==> src/hdl/vqts_pkg.sv <==
`default_nettype none
package vqts_pkg;

  // table geometry
  localparam int TABLE_DEPTH    = 64;
  localparam int IDX_W          = $clog2(TABLE_DEPTH);
  localparam int CNT_W          = IDX_W + 1;

  // test scheduling
  localparam int TESTS_PER_TICK = 8;
  localparam int SLOT_W         = $clog2(TESTS_PER_TICK);
  localparam int PICK_W         = SLOT_W + 1;
  localparam int NUM_BUFFERS    = 2;
  localparam int BUF_W          = $clog2(NUM_BUFFERS);
  localparam int TAG_W          = BUF_W + SLOT_W;

  // field widths
  localparam int KIND_W         = 2;
  localparam int ID_W           = 32;
  localparam int LAT_W          = 7;
  localparam int AGE_W          = 16;
  localparam int FLAG_W         = 6;
  localparam int PRIO_W         = AGE_W + 1;
  localparam int MUF_W          = 8;
  localparam int MUF_RESET      = 10;

  // flag bit positions
  localparam int FL_VIS         = 0;
  localparam int FL_GLASS       = 1;
  localparam int FL_REQ         = 2;
  localparam int FL_PEND        = 3;
  localparam int FL_CTR         = 4;
  localparam int FL_REM         = 5;

  // input word kinds
  localparam logic [KIND_W-1:0] KIND_QUERY  = 2'd0;
  localparam logic [KIND_W-1:0] KIND_TICK   = 2'd1;
  localparam logic [KIND_W-1:0] KIND_RESULT = 2'd2;

  typedef struct packed {
    logic [ID_W-1:0]   id;
    logic [LAT_W-1:0]  lat;
    logic [AGE_W-1:0]  age;
    logic [FLAG_W-1:0] flags;
  } entry_t;

  // datapath operations issued by the controller
  typedef enum logic [4:0] {
    OP_NONE,
    OP_CAPTURE,
    OP_RD,
    OP_NEXT,
    OP_Q_HIT,
    OP_Q_MISS,
    OP_Q_EMIT,
    OP_T_INIT,
    OP_T_EVAL,
    OP_T_WORST,
    OP_I_INIT,
    OP_I_RD,
    OP_I_EMIT,
    OP_RM_INIT,
    OP_RM_CHK,
    OP_RM_MOV,
    OP_R_RD,
    OP_R_FREE,
    OP_R_UPD
  } dp_op_t;

  typedef struct packed {
    logic idx_end;
    logic hit;
    logic replace;
    logic iss_done;
    logic rem;
    logic r_busy;
    logic r_valid;
    logic out_free;
  } dp_status_t;

endpackage
`default_nettype wire

==> src/hdl/vqts_ctrl.sv <==
`default_nettype none
module vqts_ctrl (
  input  wire logic                       clk,
  input  wire logic                       rst_n,
  input  wire logic                       in_valid,
  input  wire logic [vqts_pkg::KIND_W-1:0] in_kind,
  output logic                            in_ready,
  input  wire vqts_pkg::dp_status_t       st,
  output vqts_pkg::dp_op_t                cmd
);
  import vqts_pkg::*;

  typedef enum logic [4:0] {
    S_IDLE,
    S_Q_RD, S_Q_CMP, S_Q_OUT,
    S_T_INIT, S_T_RD, S_T_EVAL, S_T_WORST,
    S_I_INIT, S_I_RD, S_I_OUT,
    S_RM_RD, S_RM_CHK, S_RM_MOV,
    S_R_CHK, S_R_UPD
  } state_t;

  state_t state_r, state_nxt;

  assign in_ready = (state_r == S_IDLE);

  // next state and command
  always_comb begin
    state_nxt = state_r;
    cmd       = OP_NONE;
    case (state_r)
      S_IDLE: begin
        if (in_valid) begin
          cmd = OP_CAPTURE;
          case (in_kind)
            KIND_QUERY:  state_nxt = S_Q_RD;
            KIND_TICK:   state_nxt = S_T_INIT;
            KIND_RESULT: state_nxt = S_R_CHK;
            default:     state_nxt = S_IDLE;
          endcase
        end
      end
      // query: linear search by id
      S_Q_RD: begin
        if (st.idx_end) begin
          cmd = OP_Q_MISS;  state_nxt = S_Q_OUT;
        end else begin
          cmd = OP_RD;      state_nxt = S_Q_CMP;
        end
      end
      S_Q_CMP: begin
        if (st.hit) begin
          cmd = OP_Q_HIT;   state_nxt = S_Q_OUT;
        end else begin
          cmd = OP_NEXT;    state_nxt = S_Q_RD;
        end
      end
      S_Q_OUT: begin
        if (st.out_free) begin
          cmd = OP_Q_EMIT;  state_nxt = S_IDLE;
        end
      end
      // tick: scan, pick, age, mark stale
      S_T_INIT: begin
        cmd = OP_T_INIT;    state_nxt = S_T_RD;
      end
      S_T_RD: begin
        if (st.idx_end) begin
          state_nxt = S_I_INIT;
        end else begin
          cmd = OP_RD;      state_nxt = S_T_EVAL;
        end
      end
      S_T_EVAL: begin
        cmd       = OP_T_EVAL;
        state_nxt = st.replace ? S_T_WORST : S_T_RD;
      end
      S_T_WORST: begin
        cmd = OP_T_WORST;   state_nxt = S_T_RD;
      end
      // tick: issue tests
      S_I_INIT: begin
        cmd = OP_I_INIT;    state_nxt = S_I_RD;
      end
      S_I_RD: begin
        if (st.iss_done) begin
          cmd = OP_RM_INIT; state_nxt = S_RM_RD;
        end else begin
          cmd = OP_I_RD;    state_nxt = S_I_OUT;
        end
      end
      S_I_OUT: begin
        if (st.out_free) begin
          cmd = OP_I_EMIT;  state_nxt = S_I_RD;
        end
      end
      // tick: swap-remove stale entries
      S_RM_RD: begin
        if (st.idx_end) begin
          state_nxt = S_IDLE;
        end else begin
          cmd = OP_RD;      state_nxt = S_RM_CHK;
        end
      end
      S_RM_CHK: begin
        if (st.rem) begin
          cmd = OP_RM_CHK;  state_nxt = S_RM_MOV;
        end else begin
          cmd = OP_NEXT;    state_nxt = S_RM_RD;
        end
      end
      S_RM_MOV: begin
        cmd = OP_RM_MOV;    state_nxt = S_RM_RD;
      end
      // test result
      S_R_CHK: begin
        if (!st.r_busy) begin
          state_nxt = S_IDLE;
        end else if (!st.r_valid) begin
          cmd = OP_R_FREE;  state_nxt = S_IDLE;
        end else begin
          cmd = OP_R_RD;    state_nxt = S_R_UPD;
        end
      end
      S_R_UPD: begin
        cmd = OP_R_UPD;     state_nxt = S_IDLE;
      end
      default: state_nxt = S_IDLE;
    endcase
  end

  always_ff @(posedge clk) begin
    if (!rst_n) begin
      state_r <= S_IDLE;
    end else begin
      state_r <= state_nxt;
    end
  end

endmodule
`default_nettype wire

==> config.mk <==
export PLATFORM = sky130hd
export DESIGN_NAME = vqts_ctrl
export DESIGN_NICKNAME = d
export VERILOG_FILES = /design/src/hdl/vqts_pkg.sv /design/src/hdl/vqts_ctrl.sv
export SDC_FILE = /design/constraint.sdc
export NUM_CORES = 1
export LEC_CHECK = 0
export ABC_AREA = 1
export BUFFER_PORTS_ARGS = -buffer_cell sky130_fd_sc_hd__buf_2
export CAP_MARGIN = 0
export CORE_AREA = 2 2 42 59
export DETAILED_ROUTE_END_ITERATION = 8
export DIE_AREA = 0 0 44 61
export HOLD_SLACK_MARGIN = 0.05
export PLACE_DENSITY = 0.54
export SLEW_MARGIN = 40
export SYNTH_ARGS = -nofsm -noshare
export SYNTH_HDL_FRONTEND = slang
export SYNTH_SLANG_ARGS = --single-unit
export TNS_END_PERCENT = 100
==> constraint.sdc <==
create_clock -name clk -period 1.36 [get_ports clk]
set_clock_uncertainty 0.1 [all_clocks]
set_input_delay 0.272 -clock clk [delete_from_list [all_inputs] [get_ports clk]]
set_output_delay 0.272 -clock clk [all_outputs]
set_load 0.005 [all_outputs]
==> flow_summary.toml, run 1 <==
[run_status]
status = "finished, violations left"
violations = "setup timing"

[setup_path]
arrival_ns = 1.39
slowest_stage = "dfxtp_4"
worst-path-buf-inv = 2
cp-start-kind = "register"
crit_family = "flip-flops"
max_stage_delay_ns = 0.40
cp_max_fo = 6
cp.required_ns = 0.99
end_kind = "output port"
crit_type = "register to output port"
path_cells = "inv_4 -> nand2_4 -> nor2_2 -> nand2_1 -> nand2_2 -> a21oi_2 -> o2111ai_2 -> buf_2"

[global_route]
antenna_found_initial = 0
grt_first_pass_wirelength_mm = 3.546
grt_pass1_vias = 884
grt_max_degree = 8
grt_usage = 0.1769
overflow = 0

[synthesis]
synth_top_cell_by_area = "nand2_1"
synth_nets = 132
yosysWarnings = 0
syn_inst = 117
synth_area_leaders = "nand2_1 24%, dfxtp_1 13%, nand3_1 13%, nor2_1 12%, inv_1 9.4%"
ys_ff_latch = 4
synth_area_per_cell_um2 = 5.133
ys_types = 17
ys_seq_area_frac = 0.1333
netlist_area_um2 = 600.6
netlist.area_leader.share = 0.2375

[die]
die_area_um2 = 2684
core_area_um2 = 2152
die_y_um = 61
die_x_um = 44
start_util = 0.2791
ios = 19
num_rows = 20

[power_and_ir_drop]
p_switching_mw = 0.9963
seqPwrFrac = 0.131
leakagePower_nw = 0.6056
vdd_ir_drop_max_uv = 808.2
p_int_mw = 1.082
pwr-share-comb = 0.800
p_clk_frac = 0.070
p_sw_frac = 0.4794
pwr_density_cell_nw_per_um2 = 1858
finalPower_mw = 2.078

[clock_tree]
numCtsBuffers = 3
cts_buffer_depth = 2
insertion_delay_ns = 0.23
h-tree-depth = 1
cts.sinks = 4
cts_tree = "yes"
holdBufCountCts = 0
cts-root-buf = "clkbuf_4"
cts.clk_slew.worst_paths_ns = 0.04

[finish]
drive_above_1_share = 0.5595
seqCellArea_um2 = 92.59
multi_input_area_um2 = 584.3
final_cell_area_um2 = 1119
diodes = 0
largestRegisters = "state_r: 4 flops"
nNetsFinal = 185
fill_cells = 227
largest_reg_flops = 4
syn2layout_area_growth_pct = 86.25
regMostFlops = "state_r"

[detailed_routing]
drcViolationCount = 0
num_vias = 959
routedWlPerCell_um = 13.23
drt_iter0_markers = 38
drt_pass1_iterations = 4
vias_per_cell = 5.047
ant_nets = 0
routed_wl_mm = 2.513

[sta]
setup_viol = 10
period_minus_slack_ns = 1.759
drv_slew = 0
rsz0062_at_grt = "yes"
slew_headroom = 0.8549
fin_ws_ns = -0.3993
max_freq_mhz = 568.4
min_period_over_period = 1.294
hold_viol = 0
tightest_slew_ns = 0.2171

[run]
drv_cap = 0

[placed_design]
io_buffers = 18
placedInstanceArea_um2 = 910.9
place_congestion = 0.9331
place_hpwl_mm = 1.890

[worst_hold_path]
hp-class = "input port to register"
[tightest hold or removal path: stages]
cell	delay [ns]
buf_2	0.07
inv_1	0.06
a21oi_1	0.11
[per-stage QoR]
| stage | util | cells | setup TNS, ns | hold slack, ns | setup slack [ns] |
|---|---|---|---|---|---|
| 4_1_cts | 0.4820 | 188 | -2.129 | 0.2202 | -0.3476 |
| 2_1_floorplan | - | 117 | 0 | 0.3336 | 0.01095 |
| 5_1_grt | 0.5198 | 190 | -3.015 | 0.2474 | -0.4873 |
| 3_3_place_gp | 0.4233 | 182 | -1.259 | 0.4449 | -0.1889 |
| 3_5_place_dp | 0.4233 | 182 | -1.264 | 0.4622 | -0.1940 |
| 6_report | 0.5198 | 190 | -2.236 | 0.2197 | -0.3993 |
[power groups by stage]
stage / Sequential [mW] / Combinational, mW / Clock (mW)
final: 0.271 / 1.66 / 0.145
after global routing: 0.281 / 1.81 / 0.156
after CTS: 0.265 / 1.48 / 0.151
after detailed placement: 0.225 / 1.30 / 0
after global placement: 0.222 / 1.30 / 0
after floorplan: 0.234 / 0.683 / 0
[cells by family after synthesis]
| kind of cell | after synthesis | synth area share |
|---|---|---|
| buffers and inverters | 17 | 0.1062 |
| flip-flops | 4 | 0.1333 |
| AND/OR/NAND/NOR | 78 | 0.5604 |
| adder cells (fa/ha/maj) | 2 | 0.04166 |
| AO/OA/AOI/OAI | 16 | 0.1583 |
[Yosys cell counts]
library cell,count
o22ai_1,1
nand3_1,15
nor2_4,2
nor3_1,2
ha_1,2
nor2_1,19
o2111ai_1,2
and2_4,1
dfxtp_1,4
o21ai_2,1
inv_2,2
o21ai_0,6
o211ai_1,1
nand2_1,38
a21oi_1,5
nor2_2,1
inv_1,15
[per-layer routing]
layer / routed length, um / GRT usage / vias up
met5: 0 / 0 / -
met4: 38 / 0.09957 / 0
met3: 116 / 0.02381 / 4
met2: 1448 / 0.3298 / 27
met1: 910 / 0.1865 / 445
li1: - / - / 483
[final timing paths]
path,slack [ns],cells after the start,startpoint,to
worst min register to register,0.65,5,state_r[2],state_r[0]
worst max-delay path,-0.40,8,state_r[0],cmd[2]
worst max register to register,-0.13,9,state_r[1],state_r[1]
worst min-delay path,0.22,3,rst_n,state_r[0]
[cell usage in the layout, fill, tap and decap left out, types with 2 or more instances in the layout]
master,synthesis,routed
nand2_1,38,29
buf_4,0,28
buf_2,0,18
nand3_1,15,12
inv_1,15,11
nor2_1,19,9
nor2_2,1,7
nand2_2,0,7
nor2_4,2,6
inv_2,2,4
nand3_2,0,3
a21oi_1,5,3
clkbuf_4,0,3
dfxtp_4,0,3
inv_4,0,2
nand2_4,0,2
a21oi_2,0,2
o21ai_2,1,2
nor3_1,2,2
o21ai_0,6,2
o21ai_1,0,2
ha_1,2,2
buf_6,0,2
[what timing repair did]
| action | CTS | global route |
|---|---|---|
| setup buffers | 3 | 2 |
| pin swaps | 8 | 6 |
| setup endpoints to repair | 10 | 10 |
| gates resized for setup | 30 | 21 |
[area by class of cell]
| cell class | count | share of cell area |
|---|---|---|
| Sequential cell | 4 | 0.08277 |
| Clock buffer | 3 | 0.02013 |
| Timing Repair Buffer | 48 | 0.2886 |
| Inverter | 17 | 0.06152 |
| Tap cell | 22 | 0.02461 |
| Multi-Input combinational cell | 96 | 0.5224 |
No activity file was read; power rests on OpenSTA's default activity.
==> run 2, diff against run 1 <==
==> constraint.sdc (replaced) <==
create_clock -name clk -period 1.36 [get_ports clk]
set_clock_uncertainty 0.1 [all_clocks]
set_input_delay 0.068 -clock clk [delete_from_list [all_inputs] [get_ports clk]]
set_output_delay 0.068 -clock clk [all_outputs]
set_load 0.005 [all_outputs]
==> run 2 against run 1 <==
  * The run still ends with setup timing left
  * Total power rose by 9.4%
  * Combinational power is 13% higher
  * Core utilization up 2.3 points
  * Sequential share of layout area down 0.35 points
  * Via count shrank 1.8%
  * Critical endpoint is now cmd[0]
==> flow_summary.toml, run 2 (same netlist as run 1, synthesis figures left out) <==
[power_and_ir_drop]
vdd_ir_drop_max_uv = 824.6
pwr_density_cell_nw_per_um2 = 1946
leakagePower_nw = 0.6095
finalPower_mw = 2.274

[clock_tree]
cts-root-buf = "clkbuf_4"
cts_buffer_depth = 2
cts_tree = "yes"
h-tree-depth = 1
cts.sinks = 4
numCtsBuffers = 3
cts.clk_slew.worst_paths_ns = 0.03
insertion_delay_ns = 0.23

[detailed_routing]
wl_met3_um = 104
wl_met2_mm = 1.461
drt_iter0_markers = 40
routed_wl_mm = 2.541
vias_per_cell = 5.148
wl_met1_um = 892
top_layer_used = "met4"
routedWlPerCell_um = 13.89
drt_pass1_iterations = 4
ant_nets = 0
drcViolationCount = 0
num_vias = 942

[finish]
diodes = 0
regMostFlops = "state_r"
nNetsFinal = 178
syn2layout_area_growth_pct = 94.58
largestRegisters = "state_r: 4 flops"
final_common_cell = "nand2_1"
largest_reg_flops = 4
layout_common_cells = "23 x nand2_1, 17 x buf_2, 15 x buf_4, 12 x nand2_2, 11 x nor2_1"
drive_above_1_share = 0.6149

[global_route]
grt_first_pass_wirelength_mm = 3.553
grt_max_degree = 8
grt_pass1_vias = 868
grt_usage = 0.1758
overflow = 0
antenna_found_initial = 0

[setup_path]
end_kind = "output port"
rr_worst_depth = 9
cp.required_ns = 1.19
crit_type = "register to output port"
cp_common_cell = "nor2_4"
path_cells = "buf_6 -> nor2_4 -> nand2_2 -> nor2_4 -> nor3_2 -> o2111ai_1 -> buf_2"
cp-start-kind = "register"
slowest_stage = "dfxtp_4"
r2r_slack_ns = -0.09
crit_family = "simple AND/OR/NAND/NOR gates"
arrival_ns = 1.42
cp_max_fo = 7
max_stage_delay_ns = 0.35
worst-path-buf-inv = 2
timing.rr.start = "state_r[0]"
timing.rr.end = "state_r[3]"

[placed_design]
place_hpwl_mm = 1.700
place_ws_ns = -0.1511
io_buffers = 18
place_congestion = 0.9614

[worst_hold_path]
hp-class = "input port to register"
min-delay-start = "st[0]"
hold_end = "state_r[3]"
hold_depth = 4

[sta]
min_period_over_period = 1.168
hold_viol = 0
max_freq_mhz = 629.5
period_minus_slack_ns = 1.588
fin_ws_ns = -0.2285
rsz0062_at_grt = "yes"
tightest_slew_ns = 0.2323
fin_hold_ws_ns = 0.1448
drv_slew = 0
slew_headroom = 0.8448
setup_viol = 10

[die]
num_rows = 20
start_util = 0.2791
die_x_um = 44
die_area_um2 = 2684
ios = 19
die_y_um = 61
core_area_um2 = 2152

[run_status]
violations = "setup timing"
status = "finished, violations left"

[run]
drv_cap = 0
## run 2: changes by cell type in the layout (fill, tap and decap cells not counted), sizes merged
cell,change
buf,-8
dlygate4sd3,+1
## run 2: worst max-delay path by stage
stage	start	to	slack [ns]	depth (start not counted)
finish	state_r[3]	cmd[0]	-0.23	7
global route	state_r[3]	cmd[0]	-0.29	7
CTS	state_r[3]	cmd[2]	-0.22	7
detailed placement	state_r[3]	state_r[2]	-0.15	8
global placement	state_r[3]	state_r[2]	-0.15	8
floorplan	state_r[0]	state_r[2]	0.11	6
## run 2: cell type report
type / instances / area (um2)
Timing Repair Buffer: 41 / 297.8
Multi-Input combinational cell: 96 / 659.4
Tap cell: 22 / 27.53
Sequential cell: 4 / 92.59
Clock buffer: 3 / 22.52
Fill cell: 200 / 983.4
Inverter: 17 / 68.82
## run 2: worst min-delay path, cell delays in order
cell and delay [ns]:
buf_2 0.10, inv_1 0.11, nand2_1 0.09, a21oi_1 0.05
## run 2: per-layer routing
metal  track usage  vias up
li1              -      470
met1        0.1833      431
met2        0.3298       35
met3       0.01488        6
met4        0.1126        0
met5             0        -
## run 2: through the flow
| step | std cells | area (um2) | utilization | setup TNS [ns] |
|---|---|---|---|---|
| 6_report | 183 | 1169 | 0.5430 | -1.108 |
| 5_1_grt | 183 | 1169 | 0.5430 | -1.756 |
| 4_1_cts | 177 | 968.4 | 0.4500 | -0.8687 |
| 3_5_place_dp | 168 | 800.8 | 0.3721 | -0.7270 |
| 3_3_place_gp | 168 | 800.8 | 0.3721 | -0.7601 |
| 2_1_floorplan | 117 | 600.6 | - | 0 |
## run 2: what timing repair did
| action | in CTS | in global routing |
|---|---|---|
| hold buffers | 1 | 0 |
| pin swaps | 9 | 16 |
| endpoints found under the setup margin | 10 | 10 |
| gates resized for setup | 38 | 41 |
| endpoints found under the hold margin | 3 | 0 |
| buffers inserted | 5 | 6 |
## run 2: power by group
| group | switching [mW] | internal (mW) | total (mW) |
|---|---|---|---|
| registers | 0.0845 | 0.185 | 0.269 |
| clock network | 0.0401 | 0.0981 | 0.138 |
| logic | 0.972 | 0.894 | 1.87 |
| total | 1.10 | 1.18 | 2.27 |
==> run 3, diff against run 2 <==
ABC_AREA = unset   (was 1)
CORE_AREA = 2 2 46 65   (was 2 2 42 59)
DIE_AREA = 0 0 48 67   (was 0 0 44 61)
PLACE_DENSITY = 0.52   (was 0.54)
==> run 3 against run 2 <==
  * The flow still finishes with violations (setup timing)
  * Design area up 6.6%
  * Register-to-register slack worse by 0.13 ns
  * Critical path depth unchanged
  * Global-route usage up 1.9 points
  * Via count up 6.2%
  * Sequential share of layout area down 0.29 points
  * First-iteration DRC count down 30%
  * Critical path type unchanged
==> flow_summary.toml, run 3 <==
[setup_path]
timing.rr.end = "state_r[1]"
critPathCapture = "cmd[0]"
rr_worst_depth = 6
cp-start-kind = "register"
timing.rr.start = "state_r[3]"
cp.required_ns = 1.19
r2r_slack_ns = -0.22
arrival_ns = 1.50
end_kind = "output port"
crit_start = "state_r[3]"
cp_max_fo = 9
crit_type = "register to output port"

[detailed_routing]
drt_iter0_markers = 28
drcViolationCount = 0
routedWlPerCell_um = 13.87
ant_nets = 0
vias_per_cell = 5.181
drt_pass1_iterations = 4
num_vias = 1000
routed_wl_mm = 2.677

[global_route]
antenna_found_initial = 0
grt_usage = 0.1947
grt_pass1_vias = 1020
grt_first_pass_wirelength_mm = 4.560
overflow = 0
grt_max_degree = 16

[sta]
fin_tns_setup_ns = -1.785
min_period_over_period = 1.229
hold_viol = 0
slew_headroom = 0.7497
drv_slew = 0
max_freq_mhz = 598.2
tightest_slew_ns = 0.3703
rsz0062_at_grt = "yes"
fin_ws_ns = -0.3116
period_minus_slack_ns = 1.672
setup_viol = 10
fin_hold_ws_ns = 0.1332

[placed_design]
place_congestion = 0.9490
place_hpwl_mm = 2.069
io_buffers = 18
place_inst = 182
placedInstanceArea_um2 = 1040

[power_and_ir_drop]
vdd_ir_drop_max_uv = 742.0
pwr_density_cell_nw_per_um2 = 2143
leakagePower_nw = 0.5343

[worst_hold_path]
hold_depth = 3
hp-class = "input port to register"

[die]
ios = 19
die_area_um2 = 3216
num_rows = 22
start_util = 0.2785
die_x_um = 48
core_area_um2 = 2615
die_y_um = 67

[run]
drv_cap = 0

[synthesis]
synth-edff-count = 0
netlist_area_um2 = 728.2
ys_types = 44
synth_area_leaders = "dfxtp_1 11%, o21ai_0 6.9%, nand2b_1 5.2%, nor2_1 4.6%, nor2b_1 4.3%"
synth_top_cell_by_area = "dfxtp_1"
ys_async_sr_fraction = 0
ys.flop_type = "dfxtp_1"
synth.most_common_cell = "o21ai_0"
netlist.area_leader.share = 0.1100
ys_seq_area_frac = 0.1100
ys_ff_latch = 4
synth_common_cells = "10 x o21ai_0, 9 x nor2_1, 8 x nand2_1"
synth_nets = 122
syn_inst = 107
yosysWarnings = 0
synth_area_per_cell_um2 = 6.806

[finish]
final_cell_area_um2 = 1246
largest_reg_flops = 4
utilization = 0.4766
nNetsFinal = 174
largestRegisters = "state_r: 4 flops"
regMostFlops = "state_r"
final_common_cell = "buf_4"
drive_above_1_share = 0.5032
final_cells = 193
fill_cells = 263
syn2layout_area_growth_pct = 71.13
layout_common_cells = "31 x buf_4, 18 x buf_2, 8 x nand2_1, 7 x nor2_1, 7 x o21ai_1"
diodes = 0

[clock_tree]
cts.clk_slew.worst_paths_ns = 0.04
cts-root-buf = "clkbuf_4"
insertion_delay_ns = 0.24
h-tree-depth = 1
cts_buffer_depth = 2
numCtsBuffers = 3
cts_tree = "yes"
cts.sinks = 4

[run_status]
status = "finished, violations left"
violations = "setup timing"
-- run 3: cell count changes in the layout (fill, tap and decap cells not counted), moves of 5 or more --
cell      change
buf_4        +16
nand2_1      -15
nand2_2      -12
nor2_4        -9
nand3_1       -6
nand3_2       -6
buf_6         -5
nand2b_1      +5
-- run 3: metal layers --
metal  global-route usage  wire length (um)  up-vias
li1                     -                 -      494
met1               0.2383              1116      467
met2               0.3133              1385       29
met3              0.01626                78       10
met4               0.1149                97        0
met5                    0                 0        -
-- run 3: worst min-delay path by stage --
stage | endpoint | slack, ns | from
2_1_floorplan | state_r[2] | 0.13 | rst_n
3_3_place_gp | state_r[2] | 0.28 | rst_n
3_5_place_dp | state_r[2] | 0.29 | rst_n
4_1_cts | state_r[0] | 0.13 | in_valid
5_1_grt | state_r[0] | 0.15 | in_valid
6_report | state_r[0] | 0.13 | in_valid
-- run 3: area by class of cell --
| type | count | area (um2) | area share |
|---|---|---|---|
| well taps | 36 | 45.04 | 0.03614 |
| inverters | 7 | 26.28 | 0.02108 |
| repair buffers | 55 | 406.6 | 0.3263 |
| flip-flops and latches | 4 | 95.09 | 0.07630 |
| multi-input cells | 88 | 650.6 | 0.5221 |
| clock buffers | 3 | 22.52 | 0.01807 |
-- run 3: worst max-delay path, stage by stage, from the launching register on --
cell      delay [ns]
dfxtp_4         0.35
buf_12          0.14
buf_12          0.12
nor2b_1         0.12
o21ai_0         0.15
a21o_1          0.14
o221ai_1        0.11
buf_2           0.15
-- run 3: cells by family after synthesis --
kind of cell    Yosys count  share of synthesized area
buf+inv                  15                     0.1100
compound gates           41                     0.3866
flops                     4                     0.1100
mux                       2                    0.02921
fa+ha+maj                 2                    0.03436
simple gates             43                     0.3299
-- run 3: through the flow --
step                      worst slack (ns)  total power [mW]
after global placement             -0.2027             2.084
after detailed placement           -0.2401             2.088
final                              -0.3116             2.671
after floorplan                    0.02718             1.269
after CTS                          -0.3298             2.610
after global routing               -0.3796             2.893
-- run 3: power by group --
group | internal [mW] | switching (mW) | total [mW]
Combinational | 1.20 | 0.966 | 2.16
Clock | 0.0991 | 0.0544 | 0.153
Sequential | 0.203 | 0.151 | 0.354
Total | 1.50 | 1.17 | 2.67
-- run 3: timing repair --
| action | in CTS | in global routing |
|---|---|---|
| gates resized for setup | 27 | 5 |
| hold buffers | 1 | 0 |
| endpoints found under the hold margin | 3 | 0 |
| pin swaps | 15 | 10 |
| setup endpoints to repair | 10 | 10 |
| buffers inserted | 7 | 0 |
